`config.mk`:
```
export PLATFORM = sky130hd
export DESIGN_NAME = ultrasonic_echo_range_scanner_unit
export DESIGN_NICKNAME = d
export VERILOG_FILES = /design/src/hw/rtl/uers_pkg.sv /design/src/hw/rtl/ultrasonic_echo_range_scanner_unit.sv
export SDC_FILE = /design/constraint.sdc
export NUM_CORES = 1
export LEC_CHECK = 0
export BUFFER_PORTS_ARGS = -buffer_cell sky130_fd_sc_hd__buf_2
export CORE_MARGIN = 3
export CORE_UTILIZATION = 58
export DETAILED_ROUTE_END_ITERATION = 8
export GPL_TIMING_DRIVEN = 0
export MAX_ROUTING_LAYER = met4
export PLACE_DENSITY = 0.78
export SLEW_MARGIN = 5
export SYNTH_ARGS = -nofsm -noshare
export SYNTH_HDL_FRONTEND = slang
export SYNTH_SLANG_ARGS = --single-unit
```
`constraint.sdc`:
```
create_clock -name clk_i -period 5.1 [get_ports clk_i]
set_input_delay 0.255 -clock clk_i [delete_from_list [all_inputs] [get_ports clk_i]]
set_output_delay 0.255 -clock clk_i [all_outputs]
set_load 0.005 [all_outputs]
```
`src/hw/rtl/uers_pkg.sv`:
```
// Shared types and constants for the ultrasonic echo range scanner.
// Holds the request structs, register indexes and the cm conversion constants.
// No dependencies.
`timescale 1ns / 1ps
`default_nettype none

package uers_pkg;

  localparam int unsigned SensorCount = 10;
  localparam int unsigned SensorW     = 4;
  localparam int unsigned TimerW      = 16;
  localparam int unsigned CountW      = 8;
  localparam int unsigned DistW       = 11;
  localparam int unsigned CfgIdxW     = 2;

  localparam logic [CfgIdxW-1:0] CfgTrigTicks  = 2'd0;
  localparam logic [CfgIdxW-1:0] CfgEchoTmo    = 2'd1;
  localparam logic [CfgIdxW-1:0] CfgRestTicks  = 2'd2;

  localparam logic [CountW-1:0] TrigTicksRst = 8'd1;
  localparam logic [CountW-1:0] EchoTmoRst   = 8'd50;
  localparam logic [CountW-1:0] RestTicksRst = 8'd10;

  localparam logic KindTick = 1'b0;
  localparam logic KindPoll = 1'b1;

  // width / 58 == (width * CmRecip) >> CmShift for any 16-bit width
  localparam int unsigned CmShift = 22;
  localparam int unsigned RecipW  = 17;
  localparam logic [RecipW-1:0] CmRecip = 17'd72316;

  typedef struct packed {
    logic              kind;
    logic [SensorW-1:0] sensor;
    logic              echo_level;
    logic [TimerW-1:0] timer_now;
  } in_req_t;

  typedef struct packed {
    logic [SensorW-1:0] sensor_id;
    logic               trigger_level;
    logic               distance_valid;
    logic [DistW-1:0]   range_cm;
  } out_req_t;

endpackage

`default_nettype wire

```
`src/hw/rtl/ultrasonic_echo_range_scanner_unit.sv`:
```
// A request passes the input reg, the state reg and the conversion/result reg before its
// result is valid. Throughput: one request per cycle while the pipe is not held; tick
// requests give no result. The whole pipe holds while a result waits under out_stall_i.
// Reset (async, active low) puts every sensor idle with zero countdown and loads
// register defaults: trigger 1, echo timeout 50, rest 10 ticks.
// Depends on uers_pkg.
`timescale 1ns / 1ps
`default_nettype none

module ultrasonic_echo_range_scanner_unit (
  input  wire                         clk_i,
  input  wire                         rst_ni,
  input  wire                         cfg_we_i,
  input  wire [uers_pkg::CfgIdxW-1:0] cfg_idx_i,
  input  wire [uers_pkg::CountW-1:0]  cfg_data_i,
  input  wire                         in_valid_i,
  output logic                        in_stall_o,
  input  wire uers_pkg::in_req_t      in_req_i,
  output logic                        out_valid_o,
  input  wire                         out_stall_i,
  output uers_pkg::out_req_t          out_req_o
);
  import uers_pkg::*;

  localparam logic [1:0] PhIdle = 2'd0;
  localparam logic [1:0] PhTrig = 2'd1;
  localparam logic [1:0] PhRise = 2'd2;
  localparam logic [1:0] PhFall = 2'd3;

  logic [CountW-1:0] trig_ticks_q, echo_tmo_q, rest_ticks_q;

  logic [SensorCount-1:0][1:0]        phase_q, phase_d;
  logic [SensorCount-1:0][CountW-1:0] cnt_q, cnt_d;
  logic [SensorCount-1:0]             prior_q, prior_d;
  logic [SensorCount-1:0]             trig_q, trig_d;
  logic [SensorCount-1:0][TimerW-1:0] rise_q, rise_d;

  logic    adv;
  logic    s1_vld_q;
  in_req_t s1_q;

  logic               s2_vld_q, s2_vld_d;
  logic [SensorW-1:0] s2_id_q;
  logic               s2_trig_q, s2_trig_d;
  logic               s2_dv_q, s2_dv_d;
  logic [TimerW-1:0]  s2_width_q, s2_width_d;

  logic                     out_vld_q;
  out_req_t                 out_q;
  logic [TimerW+RecipW-1:0] prod;

  assign adv        = ~(out_vld_q & out_stall_i);
  assign in_stall_o = ~adv;

  always_ff @(posedge clk_i or negedge rst_ni) begin
    if (!rst_ni) begin
      trig_ticks_q <= TrigTicksRst;
      echo_tmo_q   <= EchoTmoRst;
      rest_ticks_q <= RestTicksRst;
    end else if (cfg_we_i) begin
      case (cfg_idx_i)
        CfgTrigTicks: trig_ticks_q <= cfg_data_i;
        CfgEchoTmo:   echo_tmo_q   <= cfg_data_i;
        CfgRestTicks: rest_ticks_q <= cfg_data_i;
        default: ;
      endcase
    end
  end

  // stage 1: input register
  always_ff @(posedge clk_i or negedge rst_ni) begin
    if (!rst_ni) begin
      s1_vld_q <= 1'b0;
    end else if (adv) begin
      s1_vld_q <= in_valid_i;
    end
  end

  always_ff @(posedge clk_i) begin
    if (adv && in_valid_i) begin
      s1_q <= in_req_i;
    end
  end

  // stage 2: per-sensor sequencer update
  always_comb begin
    phase_d    = phase_q;
    cnt_d      = cnt_q;
    prior_d    = prior_q;
    trig_d     = trig_q;
    rise_d     = rise_q;
    s2_vld_d   = 1'b0;
    s2_trig_d  = 1'b0;
    s2_dv_d    = 1'b0;
    s2_width_d = '0;
    if (s1_vld_q) begin
      if (s1_q.kind == KindTick) begin
        for (int i = 0; i < SensorCount; i++) begin
          if (cnt_q[i] != '0) begin
            cnt_d[i] = cnt_q[i] - 1'b1;
          end
        end
      end else if (s1_q.sensor < SensorW'(SensorCount)) begin
        s2_vld_d = 1'b1;
        case (phase_q[s1_q.sensor])
          PhIdle: begin
            if (cnt_q[s1_q.sensor] == '0) begin
              trig_d[s1_q.sensor]  = 1'b1;
              cnt_d[s1_q.sensor]   = trig_ticks_q;
              phase_d[s1_q.sensor] = PhTrig;
            end
          end
          PhTrig: begin
            if (cnt_q[s1_q.sensor] == '0) begin
              trig_d[s1_q.sensor]  = 1'b0;
              phase_d[s1_q.sensor] = PhRise;
              cnt_d[s1_q.sensor]   = echo_tmo_q;
              prior_d[s1_q.sensor] = 1'b0;
            end
          end
          PhRise: begin
            if (s1_q.echo_level && !prior_q[s1_q.sensor]) begin
              rise_d[s1_q.sensor]  = s1_q.timer_now;
              phase_d[s1_q.sensor] = PhFall;
              cnt_d[s1_q.sensor]   = echo_tmo_q;
            end else if (cnt_q[s1_q.sensor] == '0) begin
              phase_d[s1_q.sensor] = PhIdle;
              cnt_d[s1_q.sensor]   = rest_ticks_q;
            end
            prior_d[s1_q.sensor] = s1_q.echo_level;
          end
          PhFall: begin
            if (!s1_q.echo_level && prior_q[s1_q.sensor]) begin
              s2_dv_d              = 1'b1;
              s2_width_d           = s1_q.timer_now - rise_q[s1_q.sensor];
              phase_d[s1_q.sensor] = PhIdle;
              cnt_d[s1_q.sensor]   = rest_ticks_q;
            end else if (cnt_q[s1_q.sensor] == '0) begin
              phase_d[s1_q.sensor] = PhIdle;
              cnt_d[s1_q.sensor]   = rest_ticks_q;
            end
            prior_d[s1_q.sensor] = s1_q.echo_level;
          end
          default: ;
        endcase
        s2_trig_d = trig_d[s1_q.sensor];
      end
    end
  end

  always_ff @(posedge clk_i or negedge rst_ni) begin
    if (!rst_ni) begin
      phase_q  <= '0;
      cnt_q    <= '0;
      prior_q  <= '0;
      trig_q   <= '0;
      rise_q   <= '0;
      s2_vld_q <= 1'b0;
    end else if (adv) begin
      phase_q  <= phase_d;
      cnt_q    <= cnt_d;
      prior_q  <= prior_d;
      trig_q   <= trig_d;
      rise_q   <= rise_d;
      s2_vld_q <= s2_vld_d;
    end
  end

  always_ff @(posedge clk_i) begin
    if (adv && s2_vld_d) begin
      s2_id_q    <= s1_q.sensor;
      s2_trig_q  <= s2_trig_d;
      s2_dv_q    <= s2_dv_d;
      s2_width_q <= s2_width_d;
    end
  end

  // stage 3: width to cm and result register
  assign prod = (TimerW+RecipW)'(s2_width_q) * (TimerW+RecipW)'(CmRecip);

  always_ff @(posedge clk_i or negedge rst_ni) begin
    if (!rst_ni) begin
      out_vld_q <= 1'b0;
    end else if (adv) begin
      out_vld_q <= s2_vld_q;
    end
  end

  always_ff @(posedge clk_i) begin
    if (adv && s2_vld_q) begin
      out_q.sensor_id      <= s2_id_q;
      out_q.trigger_level  <= s2_trig_q;
      out_q.distance_valid <= s2_dv_q;
      out_q.range_cm       <= s2_dv_q ? prod[CmShift +: DistW] : '0;
    end
  end

  assign out_valid_o = out_vld_q;
  assign out_req_o   = out_q;

endmodule

`default_nettype wire

```
==> impl_metrics.env <==
export IMPL_routed_wl_mm=75.94
export IMPL_post_route_period_util_pct=118.6
export IMPL_drt_iter0_drc=2709
export IMPL_regToRegStartpoint="s2_width_q[7]"
export IMPL_synth_top_area_cell="dfrtp_1"
export IMPL_start_util_pct=59.58
export IMPL_fp_dieArea_um2=43850
export IMPL_p_leak_nw=12.19
export IMPL_viasPerCell=6.714
export IMPL_wl_per_cell_um=25.15
export IMPL_nets=2729
export IMPL_num_fill_cells=2892
export IMPL_fin_skew_ns=0.02718
export IMPL_antenna_found_initial=0
export IMPL_required_ns=5.51
export IMPL_powerDensity_nw_per_um2=443.4
export IMPL_postSynth_asyncResetShare_pct=83.42
export IMPL_cts_clk_slew_worst_paths_ns=0.06
export IMPL_drive_above_1_share_pct=19.12
export IMPL_min_delay_start="out_stall_i"
export IMPL_hold_path_class="input port to register"
export IMPL_setup_viol=11
export IMPL_route_vias_total=20280
export IMPL_critPathLaunch="s2_width_q[7]"
export IMPL_hold_ws_ns=0.1261
export IMPL_maxSlewHeadroom_pct=6.653
export IMPL_synth_edff_count=61
export IMPL_drv_slew=0
export IMPL_rr_worst_depth=19
export IMPL_synthCells=2306
export IMPL_cp_start_kind="register"
export IMPL_end_kind="register"
export IMPL_drc=0
export IMPL_cts_root_buf="clkbuf_16"
export IMPL_syn2layout_area_growth_pct=13.34
export IMPL_h_tree_depth=2
export IMPL_synth_seq_cells=368
export IMPL_seq_area_frac_synth_pct=39.68
export IMPL_status="finished with violations"
export IMPL_cap_violations=0
export IMPL_cts_sinks=368
export IMPL_die_h_um=209.4
export IMPL_diodes=0
export IMPL_synth_area_per_cell_um2=10.41
export IMPL_ys_flop_type="dfrtp_1"
export IMPL_crit_end="out_req_o[10]"
export IMPL_ys_top_cells_by_area="dfrtp_1 (31%), mux2_2 (8.1%), edfxtp_1 (7.6%)"
export IMPL_pre_cts_ws_ns=-1.148
export IMPL_fp_row_count=73
export IMPL_path_class="register to register"
export IMPL_r2r_setup_slack_ns=-0.95
export IMPL_grt_pass1_vias=20300
export IMPL_regArea_um2=9522
export IMPL_yosys_top_cells_count="dfrtp_1 (301), nand2_1 (193), inv_1 (182)"
export IMPL_grt_util_all_layers_pct=35.04
export IMPL_ir_drop_mv=0.3713
export IMPL_synth_top_cell_area_share_pct=31.39
export IMPL_reg2reg_to="out_req_o[10]"
export IMPL_setup_ws_ns=-0.9489
export IMPL_synth_area_um2=24000
export IMPL_synth_cell_type_count=92
export IMPL_violations="setup timing"
export IMPL_die_x_um=209.4
export IMPL_power_total_mw=12.06
export IMPL_grt_pass1_wl_mm=116.7
export IMPL_place_hpwl_mm=53.83
export IMPL_syn_nets=2573
export IMPL_clk_latency_ns=0.60
export IMPL_rsz0062_at_grt="true"
export IMPL_period_needed_ns=6.049
export IMPL_critical_path_arrival_ns=6.46
export IMPL_clock_path_buffers=3
export IMPL_tightest_slew_ns=1.400
export IMPL_coreArea_um2=40280
export IMPL_grt_max_degree=113
export IMPL_multi_input_area_um2=13420
export IMPL_antenna_left=0
export IMPL_critPathMaxFanout=8
export IMPL_synth_warnings=0
export IMPL_tritoncts="yes"
export IMPL_gp_congestion=1.047
export IMPL_firstDrtPassIters=9
export IMPL_fmax_mhz=165.3
export IMPL_synth_most_common_cell="dfrtp_1"
export IMPL_io_buffer_count=55
export IMPL_grt_overflow_total=0
export IMPL_io_pins=56
export IMPL_cts_buffers=41
export IMPL_hold_violations=0
-- cells in the final DEF (no fill, tap or decap), types with 24 or more instances in the layout --
cell type and n:
buf_2 79, nor4_1 27, fa_1 81, clkbuf_1 82, nor3_1 61, a21oi_1 108, inv_1 178, dfrtp_1 301
mux4_2 38, edfxtp_1 61, mux2_2 172, clkbuf_16 43, nand3_1 59, o21ai_0 133, nand2_1 193, dlygate4sd3_1 31
ha_1 141, buf_4 24, nor2_1 117
-- per-layer routing --
layer,GRT usage [%],up-vias,wire length (um)
met2,51.52,1206,33670
met3,6.966,228,7981
met5,-,-,0
met1,49.30,10080,31620
met4,11.73,0,2666
li1,-,8758,-
-- cell families after synthesis --
family,Yosys count,synth area share (%)
AO/OA/AOI/OAI,523,14.62
XOR/XNOR,26,0.9489
buffers and inverters,319,5.209
AND/OR/NAND/NOR,621,12.91
multiplexers,219,12.01
adder cells (fa/ha/maj),230,14.62
flip-flops,368,39.68
-- state kept, by name (all words and copies together) (netlist names), 4 cells and up --
register      cells
echo_tmo_q        8
cnt_q            80
s2_id_q           4
trig_q           10
rise_q          160
phase_q          20
trig_ticks_q      8
prior_q          10
out_req_o        17
rest_ticks_q      8
s2_width_q       16
s1_q             22
-- metrics by stage --
stage               TNS, ns  instances  instance area, um2  util, %
floorplan            -1.687       2306               24040        -
global placement    -571.97       2886               24980    62.01
detailed placement   -12.40       2888               25040    62.17
CTS                  -6.559       3012               27060    67.18
global route         -9.235       3020               27200    67.53
finish               -7.236       3020               27200    67.53
-- where the power goes --
group | switching [mW] | internal, mW | total (mW)
clock | 1.34 | 1.83 | 3.17
sequential | 0.466 | 3.44 | 3.90
combinational | 2.89 | 2.09 | 4.99
total | 4.70 | 7.36 | 12.1
-- repair_timing --
item                                    4_1_cts  5_1_grt
gates resized for setup                      36       19
hold buffers                                 31        0
endpoints found under the setup margin       21       15
pin swaps                                    15       10
hold endpoints to repair                    129        0
setup buffers                                18        9
-- worst max-delay path, cell delays in order (launching register included) --
cell	delay (ns)
edfxtp_1	0.61
ha_1	0.44
xor2_1	0.17
ha_1	0.23
a21o_1	0.21
fa_1	0.56
fa_1	0.45
fa_1	0.51
inv_1	0.05
fa_1	0.54
inv_2	0.06
ha_4	0.27
nand4_1	0.14
a221oi_4	0.29
o2111ai_2	0.20
a31o_4	0.27
a211oi_4	0.31
nor3_2	0.09
a21oi_2	0.16
mux2i_1	0.29
-- layout make-up --
type | count | share of cell area [%]
clock inverter | 22 | 1.118
buffer | 132 | 2.084
tap | 525 | 2.415
clock buffer | 54 | 4.218
multi-input combinational | 1619 | 49.35
sequential | 368 | 35.01
timing repair buffer | 115 | 3.252
inverter | 185 | 2.553
-- how the worst min path moves through the flow --
| stage | end | slack (ns) | depth (start not counted) |
|---|---|---|---|
| floorplan | cnt_q[0] | -0.04 | 0 |
| detailed placement | rise_q[14] | 0.30 | 1 |
| CTS | out_valid_o | 0.1 | 3 |
| global placement | out_req_o[14] | 0.40 | 0 |
| finish | out_valid_o | 0.13 | 3 |
| global route | out_valid_o | 0.15 | 3 |
Power figures use the tool's default switching activity.
